<file path="config.mk">
export PLATFORM = sky130hd
export DESIGN_NAME = small_matrix_multiply_scale_unit
export DESIGN_NICKNAME = d
export VERILOG_FILES = /design/src/rtl/smm_pkg.sv /design/src/rtl/smm_front.sv /design/src/rtl/smm_queue.sv /design/src/rtl/smm_back.sv /design/src/rtl/small_matrix_multiply_scale_unit.sv
export SDC_FILE = /design/constraint.sdc
export NUM_CORES = 2
export LEC_CHECK = 0
export ABC_AREA = 1
export BUFFER_PORTS_ARGS = -buffer_cell sky130_fd_sc_hd__buf_4
export CAP_MARGIN = 20
export CORE_AREA = 2 2 683 515
export CTS_CLUSTER_SIZE = 10
export DETAILED_ROUTE_END_ITERATION = 10
export DIE_AREA = 0 0 685 517
export PLACE_DENSITY_LB_ADDON = 0.1
export REMOVE_ABC_BUFFERS = 1
export SYNTH_ARGS = -nofsm -noshare
export SYNTH_HDL_FRONTEND = slang
export SYNTH_SLANG_ARGS = --single-unit
export TNS_END_PERCENT = 100
</file>
<file path="constraint.sdc">
create_clock -name clk_i -period 9.9 [get_ports clk_i]
set_input_delay 0.99 -clock clk_i [delete_from_list [all_inputs] [get_ports clk_i]]
set_output_delay 0.99 -clock clk_i [all_outputs]
set_load 0.02 [all_outputs]
</file>
<file path="src/rtl/smm_pkg.sv">
// ---------------------------------------------------------------------------
// smm_pkg - shared types and constants of the small matrix multiply unit
// Dimensions, command encoding and the decoded command that the front end
// queues for the back end.
// ---------------------------------------------------------------------------
package smm_pkg;

  localparam int MAX_DIM   = 4;
  localparam int DEPTH     = MAX_DIM * MAX_DIM;
  localparam int IDX_W     = (MAX_DIM > 1) ? $clog2(MAX_DIM) : 1;
  localparam int DIM_W     = $clog2(MAX_DIM + 1);
  localparam int ADDR_W    = (DEPTH > 1) ? $clog2(DEPTH) : 1;
  localparam int ACC_W     = 64 + $clog2(MAX_DIM) + 1;

  localparam int OP_W      = 2;
  localparam int OUT_IDX_W = 2;
  localparam int DATA_W    = 32;
  localparam int SCALE_W   = 16;
  localparam int CFG_W     = 3;
  localparam int CFG_IDX_W = 2;

  localparam int QDEPTH    = 4;
  localparam int QPTR_W    = $clog2(QDEPTH);

  localparam logic [CFG_W-1:0]  CFG_DIM_RST = CFG_W'(3);
  localparam logic [DATA_W-1:0] ONE_Q16     = 32'h0001_0000;
  localparam int                FRAC_W      = 16;

  typedef enum logic [OP_W-1:0] {
    OP_LOAD_A = 2'd0,
    OP_LOAD_B = 2'd1,
    OP_MUL    = 2'd2,
    OP_SCALE  = 2'd3
  } op_e;

  typedef enum logic [CFG_IDX_W-1:0] {
    CFG_A_ROWS = 2'd0,
    CFG_A_COLS = 2'd1,
    CFG_B_ROWS = 2'd2,
    CFG_B_COLS = 2'd3
  } cfg_idx_e;

  typedef enum logic [2:0] {
    CMD_NOP,
    CMD_LOAD_A,
    CMD_LOAD_B,
    CMD_MUL,
    CMD_MIS,
    CMD_SCALE
  } cmd_kind_e;

  typedef struct packed {
    cmd_kind_e                  kind;
    logic [DIM_W-1:0]           rows;
    logic [DIM_W-1:0]           cols;
    logic [DIM_W-1:0]           inner;
    logic [IDX_W-1:0]           row;
    logic [IDX_W-1:0]           col;
    logic [DATA_W-1:0]          value;
    logic signed [SCALE_W-1:0]  scale;
  } cmd_t;

  function automatic logic [DIM_W-1:0] clamp_dim(input logic [CFG_W-1:0] d);
    logic [DIM_W-1:0] r;
    if (d == '0) begin
      r = DIM_W'(1);
    end else if (int'(d) > MAX_DIM) begin
      r = DIM_W'(MAX_DIM);
    end else begin
      r = DIM_W'(d);
    end
    return r;
  endfunction

  function automatic logic [ADDR_W-1:0] mem_addr(input logic [IDX_W-1:0] r,
                                                 input logic [IDX_W-1:0] c);
    return ADDR_W'(r) * ADDR_W'(MAX_DIM) + ADDR_W'(c);
  endfunction

endpackage

</file>
<file path="src/rtl/smm_front.sv">
// ---------------------------------------------------------------------------
// smm_front - command decode and dimension registers
// Holds the four dimension registers, checks load indexes and inner
// dimensions, and turns each input transaction into a queued command.
// ---------------------------------------------------------------------------
module smm_front import smm_pkg::*; (
  input  logic                       clk_i,
  input  logic                       rst_ni,
  input  logic                       cfg_we_i,
  input  logic [CFG_IDX_W-1:0]       cfg_index_i,
  input  logic [CFG_W-1:0]           cfg_wdata_i,
  input  logic                       in_valid_i,
  output logic                       in_ready_o,
  input  logic [OP_W-1:0]            op_i,
  input  logic [OUT_IDX_W-1:0]       row_index_i,
  input  logic [OUT_IDX_W-1:0]       col_index_i,
  input  logic signed [DATA_W-1:0]   element_value_i,
  input  logic signed [SCALE_W-1:0]  scale_factor_i,
  output logic                       push_o,
  output cmd_t                       cmd_o,
  input  logic                       full_i
);

  logic [CFG_W-1:0] a_rows_q, a_cols_q, b_rows_q, b_cols_q;
  logic [DIM_W-1:0] ar, ac, br, bc;
  logic             idx_ok;

  always_ff @(posedge clk_i or negedge rst_ni) begin
    if (!rst_ni) begin
      a_rows_q <= CFG_DIM_RST;
      a_cols_q <= CFG_DIM_RST;
      b_rows_q <= CFG_DIM_RST;
      b_cols_q <= CFG_DIM_RST;
    end else if (cfg_we_i) begin
      case (cfg_idx_e'(cfg_index_i))
        CFG_A_ROWS: a_rows_q <= cfg_wdata_i;
        CFG_A_COLS: a_cols_q <= cfg_wdata_i;
        CFG_B_ROWS: b_rows_q <= cfg_wdata_i;
        CFG_B_COLS: b_cols_q <= cfg_wdata_i;
        default: ;
      endcase
    end
  end

  assign ar = clamp_dim(a_rows_q);
  assign ac = clamp_dim(a_cols_q);
  assign br = clamp_dim(b_rows_q);
  assign bc = clamp_dim(b_cols_q);

  assign idx_ok = (int'(row_index_i) < MAX_DIM) && (int'(col_index_i) < MAX_DIM);

  always_comb begin
    cmd_o       = '0;
    cmd_o.row   = IDX_W'(row_index_i);
    cmd_o.col   = IDX_W'(col_index_i);
    cmd_o.value = element_value_i;
    cmd_o.scale = scale_factor_i;
    cmd_o.rows  = DIM_W'(1);
    cmd_o.cols  = DIM_W'(1);
    cmd_o.inner = DIM_W'(1);
    case (op_e'(op_i))
      OP_LOAD_A: cmd_o.kind = idx_ok ? CMD_LOAD_A : CMD_NOP;
      OP_LOAD_B: cmd_o.kind = idx_ok ? CMD_LOAD_B : CMD_NOP;
      OP_MUL: begin
        if (ac != br) begin
          cmd_o.kind = CMD_MIS;
        end else begin
          cmd_o.kind  = CMD_MUL;
          cmd_o.rows  = ar;
          cmd_o.cols  = bc;
          cmd_o.inner = ac;
        end
      end
      OP_SCALE: begin
        cmd_o.kind = CMD_SCALE;
        cmd_o.rows = ar;
        cmd_o.cols = ac;
      end
      default: cmd_o.kind = CMD_NOP;
    endcase
  end

  assign in_ready_o = !full_i;
  assign push_o     = in_valid_i && !full_i;

endmodule

</file>
<file path="src/rtl/smm_queue.sv">
// ---------------------------------------------------------------------------
// smm_queue - command queue between decode and execution
// Small FIFO of decoded commands so that decode and execution stall apart.
// ---------------------------------------------------------------------------
module smm_queue import smm_pkg::*; (
  input  logic  clk_i,
  input  logic  rst_ni,
  input  logic  push_i,
  input  cmd_t  cmd_i,
  output logic  full_o,
  input  logic  pop_i,
  output logic  valid_o,
  output cmd_t  cmd_o
);

  cmd_t              mem_q [QDEPTH];
  logic [QPTR_W-1:0] wr_ptr_q, rd_ptr_q;
  logic [QPTR_W:0]   count_q;

  assign full_o  = (count_q == (QPTR_W+1)'(QDEPTH));
  assign valid_o = (count_q != '0);
  assign cmd_o   = mem_q[rd_ptr_q];

  always_ff @(posedge clk_i) begin
    if (push_i) begin
      mem_q[wr_ptr_q] <= cmd_i;
    end
  end

  always_ff @(posedge clk_i or negedge rst_ni) begin
    if (!rst_ni) begin
      wr_ptr_q <= '0;
      rd_ptr_q <= '0;
      count_q  <= '0;
    end else begin
      if (push_i) begin
        wr_ptr_q <= wr_ptr_q + QPTR_W'(1);
      end
      if (pop_i) begin
        rd_ptr_q <= rd_ptr_q + QPTR_W'(1);
      end
      case ({push_i, pop_i})
        2'b10:   count_q <= count_q + (QPTR_W+1)'(1);
        2'b01:   count_q <= count_q - (QPTR_W+1)'(1);
        default: ;
      endcase
    end
  end

endmodule

</file>
<file path="src/rtl/smm_back.sv">
// ---------------------------------------------------------------------------
// smm_back - matrix stores and execution pipeline
// Executes queued commands: loads write the A/B stores, multiply and scale
// walk the result elements through one shared multiplier and accumulator,
// then round products, saturate and hold the element in the output register.
// ---------------------------------------------------------------------------
module smm_back import smm_pkg::*; (
  input  logic                       clk_i,
  input  logic                       rst_ni,
  input  logic                       q_valid_i,
  input  cmd_t                       q_cmd_i,
  output logic                       q_pop_o,
  output logic                       out_valid_o,
  input  logic                       out_ready_i,
  output logic [OUT_IDX_W-1:0]       out_row_o,
  output logic [OUT_IDX_W-1:0]       out_col_o,
  output logic signed [DATA_W-1:0]   out_value_o,
  output logic                       last_o,
  output logic                       mismatch_o
);

  typedef enum logic {
    ST_IDLE,
    ST_RUN
  } state_e;

  typedef struct packed {
    logic                       vld;
    logic                       first;
    logic                       lastk;
    logic                       lastout;
    logic                       mis;
    logic                       scl;
    logic [IDX_W-1:0]           row;
    logic [IDX_W-1:0]           col;
    logic signed [SCALE_W-1:0]  scale;
  } tok_t;

  localparam logic signed [ACC_W-1:0] SAT_HI  = ACC_W'(32'sh7fff_ffff);
  localparam logic signed [ACC_W-1:0] SAT_LO  = ACC_W'(32'sh8000_0000);
  localparam logic signed [ACC_W-1:0] RND_C   = ACC_W'(1) <<< (FRAC_W - 1);

  state_e            state_q;
  cmd_kind_e         kind_q;
  logic [DIM_W-1:0]  rows_q, cols_q, inner_q;
  logic [IDX_W-1:0]  i_q, j_q, k_q;
  logic signed [SCALE_W-1:0] scale_q;

  logic [DATA_W-1:0] a_mem [DEPTH];
  logic [DATA_W-1:0] b_mem [DEPTH];

  logic                     en, issue, lk, lj, li;
  logic [ADDR_W-1:0]        a_raddr, b_raddr, waddr;
  logic signed [DATA_W-1:0] a_rd_q, b_rd_q, opb;
  logic signed [63:0]       prod_d, prod_q;
  logic signed [ACC_W-1:0]  acc_q, rsum, shv;
  tok_t                     tok, s1_q, s2_q, s3_q;
  logic signed [DATA_W-1:0] res_val;

  // whole pipeline advances only when the output register can take a result
  assign en    = !out_valid_o || out_ready_i;
  assign issue = (state_q == ST_RUN) && en;

  assign lk = (DIM_W'(k_q) == inner_q - DIM_W'(1));
  assign lj = (DIM_W'(j_q) == cols_q - DIM_W'(1));
  assign li = (DIM_W'(i_q) == rows_q - DIM_W'(1));

  assign q_pop_o = (state_q == ST_IDLE) && q_valid_i;
  assign waddr   = mem_addr(q_cmd_i.row, q_cmd_i.col);
  assign a_raddr = mem_addr(i_q, (kind_q == CMD_SCALE) ? j_q : k_q);
  assign b_raddr = mem_addr(k_q, j_q);

  always_comb begin
    tok         = '0;
    tok.vld     = issue;
    tok.first   = (k_q == '0);
    tok.lastk   = lk;
    tok.lastout = lk && lj && li;
    tok.mis     = (kind_q == CMD_MIS);
    tok.scl     = (kind_q == CMD_SCALE);
    tok.row     = i_q;
    tok.col     = j_q;
    tok.scale   = scale_q;
  end

  // sequencer
  always_ff @(posedge clk_i or negedge rst_ni) begin
    if (!rst_ni) begin
      state_q <= ST_IDLE;
      kind_q  <= CMD_NOP;
      rows_q  <= DIM_W'(1);
      cols_q  <= DIM_W'(1);
      inner_q <= DIM_W'(1);
      i_q     <= '0;
      j_q     <= '0;
      k_q     <= '0;
      scale_q <= '0;
    end else begin
      case (state_q)
        ST_IDLE: begin
          if (q_pop_o) begin
            kind_q  <= q_cmd_i.kind;
            rows_q  <= q_cmd_i.rows;
            cols_q  <= q_cmd_i.cols;
            inner_q <= q_cmd_i.inner;
            scale_q <= q_cmd_i.scale;
            i_q     <= '0;
            j_q     <= '0;
            k_q     <= '0;
            if (q_cmd_i.kind inside {CMD_MUL, CMD_MIS, CMD_SCALE}) begin
              state_q <= ST_RUN;
            end
          end
        end
        ST_RUN: begin
          if (issue) begin
            if (!lk) begin
              k_q <= k_q + IDX_W'(1);
            end else begin
              k_q <= '0;
              if (!lj) begin
                j_q <= j_q + IDX_W'(1);
              end else begin
                j_q <= '0;
                if (li) begin
                  state_q <= ST_IDLE;
                end else begin
                  i_q <= i_q + IDX_W'(1);
                end
              end
            end
          end
        end
        default: state_q <= ST_IDLE;
      endcase
    end
  end

  // matrix stores, registered read
  always_ff @(posedge clk_i) begin
    if (q_pop_o && q_cmd_i.kind == CMD_LOAD_A) begin
      a_mem[waddr] <= q_cmd_i.value;
    end
    if (issue) begin
      a_rd_q <= a_mem[a_raddr];
    end
  end

  always_ff @(posedge clk_i) begin
    if (q_pop_o && q_cmd_i.kind == CMD_LOAD_B) begin
      b_mem[waddr] <= q_cmd_i.value;
    end
    if (issue) begin
      b_rd_q <= b_mem[b_raddr];
    end
  end

  assign opb    = s1_q.scl ? {{(DATA_W-SCALE_W){s1_q.scale[SCALE_W-1]}}, s1_q.scale}
                           : b_rd_q;
  assign prod_d = a_rd_q * opb;

  always_ff @(posedge clk_i) begin
    if (en && s1_q.vld) begin
      prod_q <= prod_d;
    end
    if (en && s2_q.vld) begin
      acc_q <= s2_q.first ? ACC_W'(prod_q) : acc_q + ACC_W'(prod_q);
    end
  end

  always_ff @(posedge clk_i or negedge rst_ni) begin
    if (!rst_ni) begin
      s1_q <= '0;
      s2_q <= '0;
      s3_q <= '0;
    end else if (en) begin
      s1_q <= tok;
      s2_q <= s1_q;
      s3_q <= s2_q;
    end
  end

  // round half up for products, then saturate to Q16.16
  assign rsum = acc_q + RND_C;
  assign shv  = s3_q.scl ? acc_q : (rsum >>> FRAC_W);

  always_comb begin
    if (s3_q.mis) begin
      res_val = ONE_Q16;
    end else if (shv > SAT_HI) begin
      res_val = SAT_HI[DATA_W-1:0];
    end else if (shv < SAT_LO) begin
      res_val = SAT_LO[DATA_W-1:0];
    end else begin
      res_val = shv[DATA_W-1:0];
    end
  end

  always_ff @(posedge clk_i or negedge rst_ni) begin
    if (!rst_ni) begin
      out_valid_o <= 1'b0;
    end else if (en) begin
      out_valid_o <= s3_q.vld && s3_q.lastk;
    end
  end

  always_ff @(posedge clk_i) begin
    if (en && s3_q.vld && s3_q.lastk) begin
      out_row_o   <= OUT_IDX_W'(s3_q.row);
      out_col_o   <= OUT_IDX_W'(s3_q.col);
      out_value_o <= res_val;
      last_o      <= s3_q.lastout;
      mismatch_o  <= s3_q.mis;
    end
  end

endmodule

</file>
<file path="src/rtl/small_matrix_multiply_scale_unit.sv">
// ---------------------------------------------------------------------------
// small_matrix_multiply_scale_unit - small fixed-point matrix multiply/scale
// Top level: decode front end, command queue and execution back end.
// ---------------------------------------------------------------------------
// Transactions are decoded and pushed into a 4-entry command queue at one per
// cycle while the queue has room. The back end takes one command at a time:
// a load only writes its store; a multiply issues one product per cycle
// (rows x cols x inner) through the single 32x32 multiplier, then through
// the product and accumulate registers to the output register; a scale
// issues one element of A per cycle the same way, and a dimension mismatch
// returns its single 1.0 element the same way. Issue holds while the output
// register stalls, which it does only while a result is held and not taken.
// A 4x4 by 4x4 multiply streams 16 results. Stores are not cleared at reset.
module small_matrix_multiply_scale_unit import smm_pkg::*; (
  input  logic                       clk_i,
  input  logic                       rst_ni,
  input  logic                       cfg_we_i,
  input  logic [CFG_IDX_W-1:0]       cfg_index_i,
  input  logic [CFG_W-1:0]           cfg_wdata_i,
  input  logic                       in_valid_i,
  output logic                       in_ready_o,
  input  logic [OP_W-1:0]            op_i,
  input  logic [OUT_IDX_W-1:0]       row_index_i,
  input  logic [OUT_IDX_W-1:0]       col_index_i,
  input  logic signed [DATA_W-1:0]   element_value_i,
  input  logic signed [SCALE_W-1:0]  scale_factor_i,
  output logic                       out_valid_o,
  input  logic                       out_ready_i,
  output logic [OUT_IDX_W-1:0]       out_row_o,
  output logic [OUT_IDX_W-1:0]       out_col_o,
  output logic signed [DATA_W-1:0]   out_value_o,
  output logic                       last_o,
  output logic                       mismatch_o
);

  logic push, full, q_valid, q_pop;
  cmd_t push_cmd, q_cmd;

  smm_front u_front (
    .clk_i           (clk_i),
    .rst_ni          (rst_ni),
    .cfg_we_i        (cfg_we_i),
    .cfg_index_i     (cfg_index_i),
    .cfg_wdata_i     (cfg_wdata_i),
    .in_valid_i      (in_valid_i),
    .in_ready_o      (in_ready_o),
    .op_i            (op_i),
    .row_index_i     (row_index_i),
    .col_index_i     (col_index_i),
    .element_value_i (element_value_i),
    .scale_factor_i  (scale_factor_i),
    .push_o          (push),
    .cmd_o           (push_cmd),
    .full_i          (full)
  );

  smm_queue u_queue (
    .clk_i   (clk_i),
    .rst_ni  (rst_ni),
    .push_i  (push),
    .cmd_i   (push_cmd),
    .full_o  (full),
    .pop_i   (q_pop),
    .valid_o (q_valid),
    .cmd_o   (q_cmd)
  );

  smm_back u_back (
    .clk_i       (clk_i),
    .rst_ni      (rst_ni),
    .q_valid_i   (q_valid),
    .q_cmd_i     (q_cmd),
    .q_pop_o     (q_pop),
    .out_valid_o (out_valid_o),
    .out_ready_i (out_ready_i),
    .out_row_o   (out_row_o),
    .out_col_o   (out_col_o),
    .out_value_o (out_value_o),
    .last_o      (last_o),
    .mismatch_o  (mismatch_o)
  );

endmodule

</file>
==> impl_results.md <==
- Status: finished, final reports clean
- Die Ht: 517 um
- Mean Syn Cell Area: 10.5 um2
- Arrival time at the worst endpoint: 10.07 ns
- Synthesized flop and latch total: 1,613
- Core outline area: 348,000 um2
- Setup ws final: 0.357 ns
- IO buf count: 103
- Post-CTS Setup Bufs: 0
- Worst Hold Class: primary input to async pin
- Largest fanout on the critical path: 25
- Crit path cell chain: nand2_1, clkinv_1, buf_4, a21oi_2, buf_4, inv_1, nand2_1, fa_1, inv_1, fa_1, fa_1, fa_1, fa_1, fa_1, fa_1, fa_1, ha_1, a21oi_1, inv_1, a31oi_1, o21ai_0, a221oi_1, o211ai_1, xor2_1
- Max_cap viols: 0
- Vias in the first global route: 75,100
- Post-synth EDFFs: 1,513
- Max stage delay on crit path: 0.60 ns
- Post-DP HPWL: 264,000 um
- CTS tree: yes
- CTS Buffer Depth: 4
- Fin area: 117,000 um2
- Global-route wire length before repair: 541,000 um
- Count of cell types in the netlist: 58
- Clk_skew: 0.0944 ns
- # clock sinks: 1,613
- Root Buffer: clkbuf_16
- Share of cells above drive strength 1: 8.30%
- Worst Setup End Kind: register
- Initial antenna violation count: 22
- Total Wirelength: 375,000 um
- Final hold slack: 0.278 ns
- WL/cell: 25.4 um
- Clk Latency, worst-skew pair: 0.88 ns
- CTS clk-pin slew, worst paths: 0.06 ns
- Rows: 188
- Pre-CTS setup slack: 0.437 ns
- PostCTS Resize Cnt: 0
- Hold Buf Count CTS: 0
- Worst-Margin Slew: 1.11 ns
- Routability cong.: 0.902
- IO Pins: 104
- 1st-iter DRT viols: 6,343
- Die X-Extent: 685 um
- Req. time, crit path: 10.42 ns
- Crit path kind: register to register
- Gr usage total: 20.9%
- Initial Utilization: 29.9%
- Slew margin rel.: 25.0%
- Largest net degree at the start of global routing: 158
- Antenna-violating nets left: 0
- Sequential share of the synthesized area: 46.1%
- Reg2reg setup slack: 0.36 ns
- CTS H-Tree Depth: 4
- Nets@finish: 11,400
- Number of fillers in the final layout: 35,200
- CP Launch Type: register
- RSZ-0062 raised after global routing: no
- DRT Pass-1 Iters: 5
- Yosys synthesis warning count: 0
- Synthesized instance count: 9,951
- GRT overflow: 0
- Via Count: 74,000
- DRC: 0
- FFs w/ async S/R, synth: 6.20%
- Final setup fails: 0
- Crit path time final: 9.54 ns
- Final Cycle Share: 96.4%
- DP Area: 112,000 um2
- Synth Flop Type: edfxtp_1
- Critical path's most frequent cell: fa_1
- Endpoints failing hold: 0
- Fmax: 105 MHz
- Mapped cell area: 104,000 um2
- Area Growth Syn to Fin: 12.3%
- Slowest cell on crit path: fa_1
- Die area: 354,000 um2
- Number of buffers created by CTS: 192
- Vias per Instance: 5.02
- Final Max Tran Viols: 0
==> registers in the layout, summed over array words and instances, names as in the netlist, 9 cells and up <==
register and count:
u_back.a_mem 512, u_back.b_mem 512, u_queue.mem_q 256, u_back.acc_q 67, u_back.prod_q 64, u_back.a_rd_q 32, u_back.b_rd_q 32, u_back.out_value_o 32
u_back.s1_q 26, u_back.scale_q 16, u_back.s2_q 10, u_back.s3_q 9
==> critical path, delay by kind of cell, from the launching register on <==
family,cells,cell delay (ns)
flip-flops,1,0.59
AO/OA/AOI/OAI,6,1.49
buffers and inverters,6,1.84
adder cells (fa/ha/maj),9,4.42
XOR/XNOR,1,0.48
AND/OR/NAND/NOR,2,0.39
==> cells by family (layout without fill, tap and decap cells) <==
logic type,Yosys count,count (layout),share of synthesized area (%)
simple gates,3345,3345,12.8
buf+inv,1861,1994,6.78
compound gates,1678,1678,9.43
flops,1613,1613,46.1
fa+ha+maj,1344,1344,24.0
xor+xnor,110,110,0.926
other cells,0,4,0
==> cell usage in the layout (no fill, tap or decap), drive strengths merged, types with 72 or more instances in the layout <==
master | synthesis | routed
o211ai | 78 | 78
dfrtp | 89 | 89
o22ai | 147 | 147
o221ai | 159 | 159
clkbuf | 439 | 243
buf | 42 | 357
nand3 | 196 | 196
ha | 260 | 260
a21oi | 273 | 273
inv | 1357 | 1360
edfxtp | 1513 | 1513
o21ai | 881 | 881
nor2 | 1654 | 1654
nand2 | 1362 | 1362
fa | 1084 | 1084
xor2 | 72 | 72
==> through the flow <==
stage | setup TNS [ns] | cells | util, %
floorplan | -306.24 | 9470 | -
global placement | 0 | 14500 | 32.0
detailed placement | 0 | 14500 | 32.1
CTS | 0 | 14700 | 33.6
global route | 0 | 14700 | 33.6
finish | 0 | 14700 | 33.6
==> cell type report <==
class / instances / area (um2) / area share [%]
inverters: 1380 / 5200 / 4.45
clock inverters: 14 / 186 / 0.160
clock buffers: 243 / 5100 / 4.37
diodes: 4 / 10.0 / 0.00857
well taps: 4655 / 5820 / 4.99
flip-flops and latches: 1613 / 48000 / 41.1
repair buffers: 357 / 2810 / 2.41
multi-input cells: 6477 / 49700 / 42.6
==> final timing paths <==
| check | startpoint | to | cells after the start |
|---|---|---|---|
| worst max-delay path | u_back.s1_q[20]$_DFFE_PN0N_ | u_back.prod_q[57]$_DFFE_PP_ | 24 |
| worst min-delay path | rst_ni | u_front.b_rows_q[2]$_DFFE_PN0P_ | 1 |
| worst max register to register | u_back.s1_q[20]$_DFFE_PN0N_ | u_back.prod_q[57]$_DFFE_PP_ | 24 |
| worst min register to register | u_back.s3_q[18]$_DFFE_PN0N_ | u_back.out_row_o[0]$_DFFE_PP_ | 0 |
| max in group asynchronous | rst_ni | u_queue.rd_ptr_q[0]$_DFFE_PN0P_ | 2 |
| min in group clk_i | element_value_i[15] | u_queue.mem_q[1][31]$_DFFE_PP_ | 1 |
==> synth_stat cells, types with 9 or more instances <==
cell	number	share of area (%)
a21o_1	9	0.065
a21oi_1	243	1.2
a21oi_2	30	0.25
a31oi_1	55	0.33
buf_1	30	0.11
clkbuf_1	439	1.6
clkinv_1	23	0.083
dfrtp_1	89	2.1
dfstp_2	11	0.28
edfxtp_1	1513	44
fa_1	1084	21
ha_1	260	3.1
inv_1	1351	4.9
nand2_1	1326	4.8
nand2_2	34	0.20
nand3_1	194	0.93
nand4_1	33	0.20
nor2_1	1642	5.9
nor3_1	27	0.13
nor4_1	10	0.060
o211ai_1	78	0.56
o21a_1	11	0.079
o21ai_0	852	4.1
o21ai_1	28	0.13
o21bai_1	26	0.19
o221ai_1	159	1.3
o22ai_1	147	0.88
or2_2	50	0.30
xnor2_1	38	0.32
xor2_1	72	0.61
==> routing by layer <==
metal	GRT usage, %	share of wire, %
met1	31.6	49
met2	32.1	44
met3	3.13	6.0
met4	3.76	1.8
met5	0	0.013
Power is left out: the tool's default activity adds up to more than one toggle a clock period on the data nets, which glitch-free logic cannot reach.
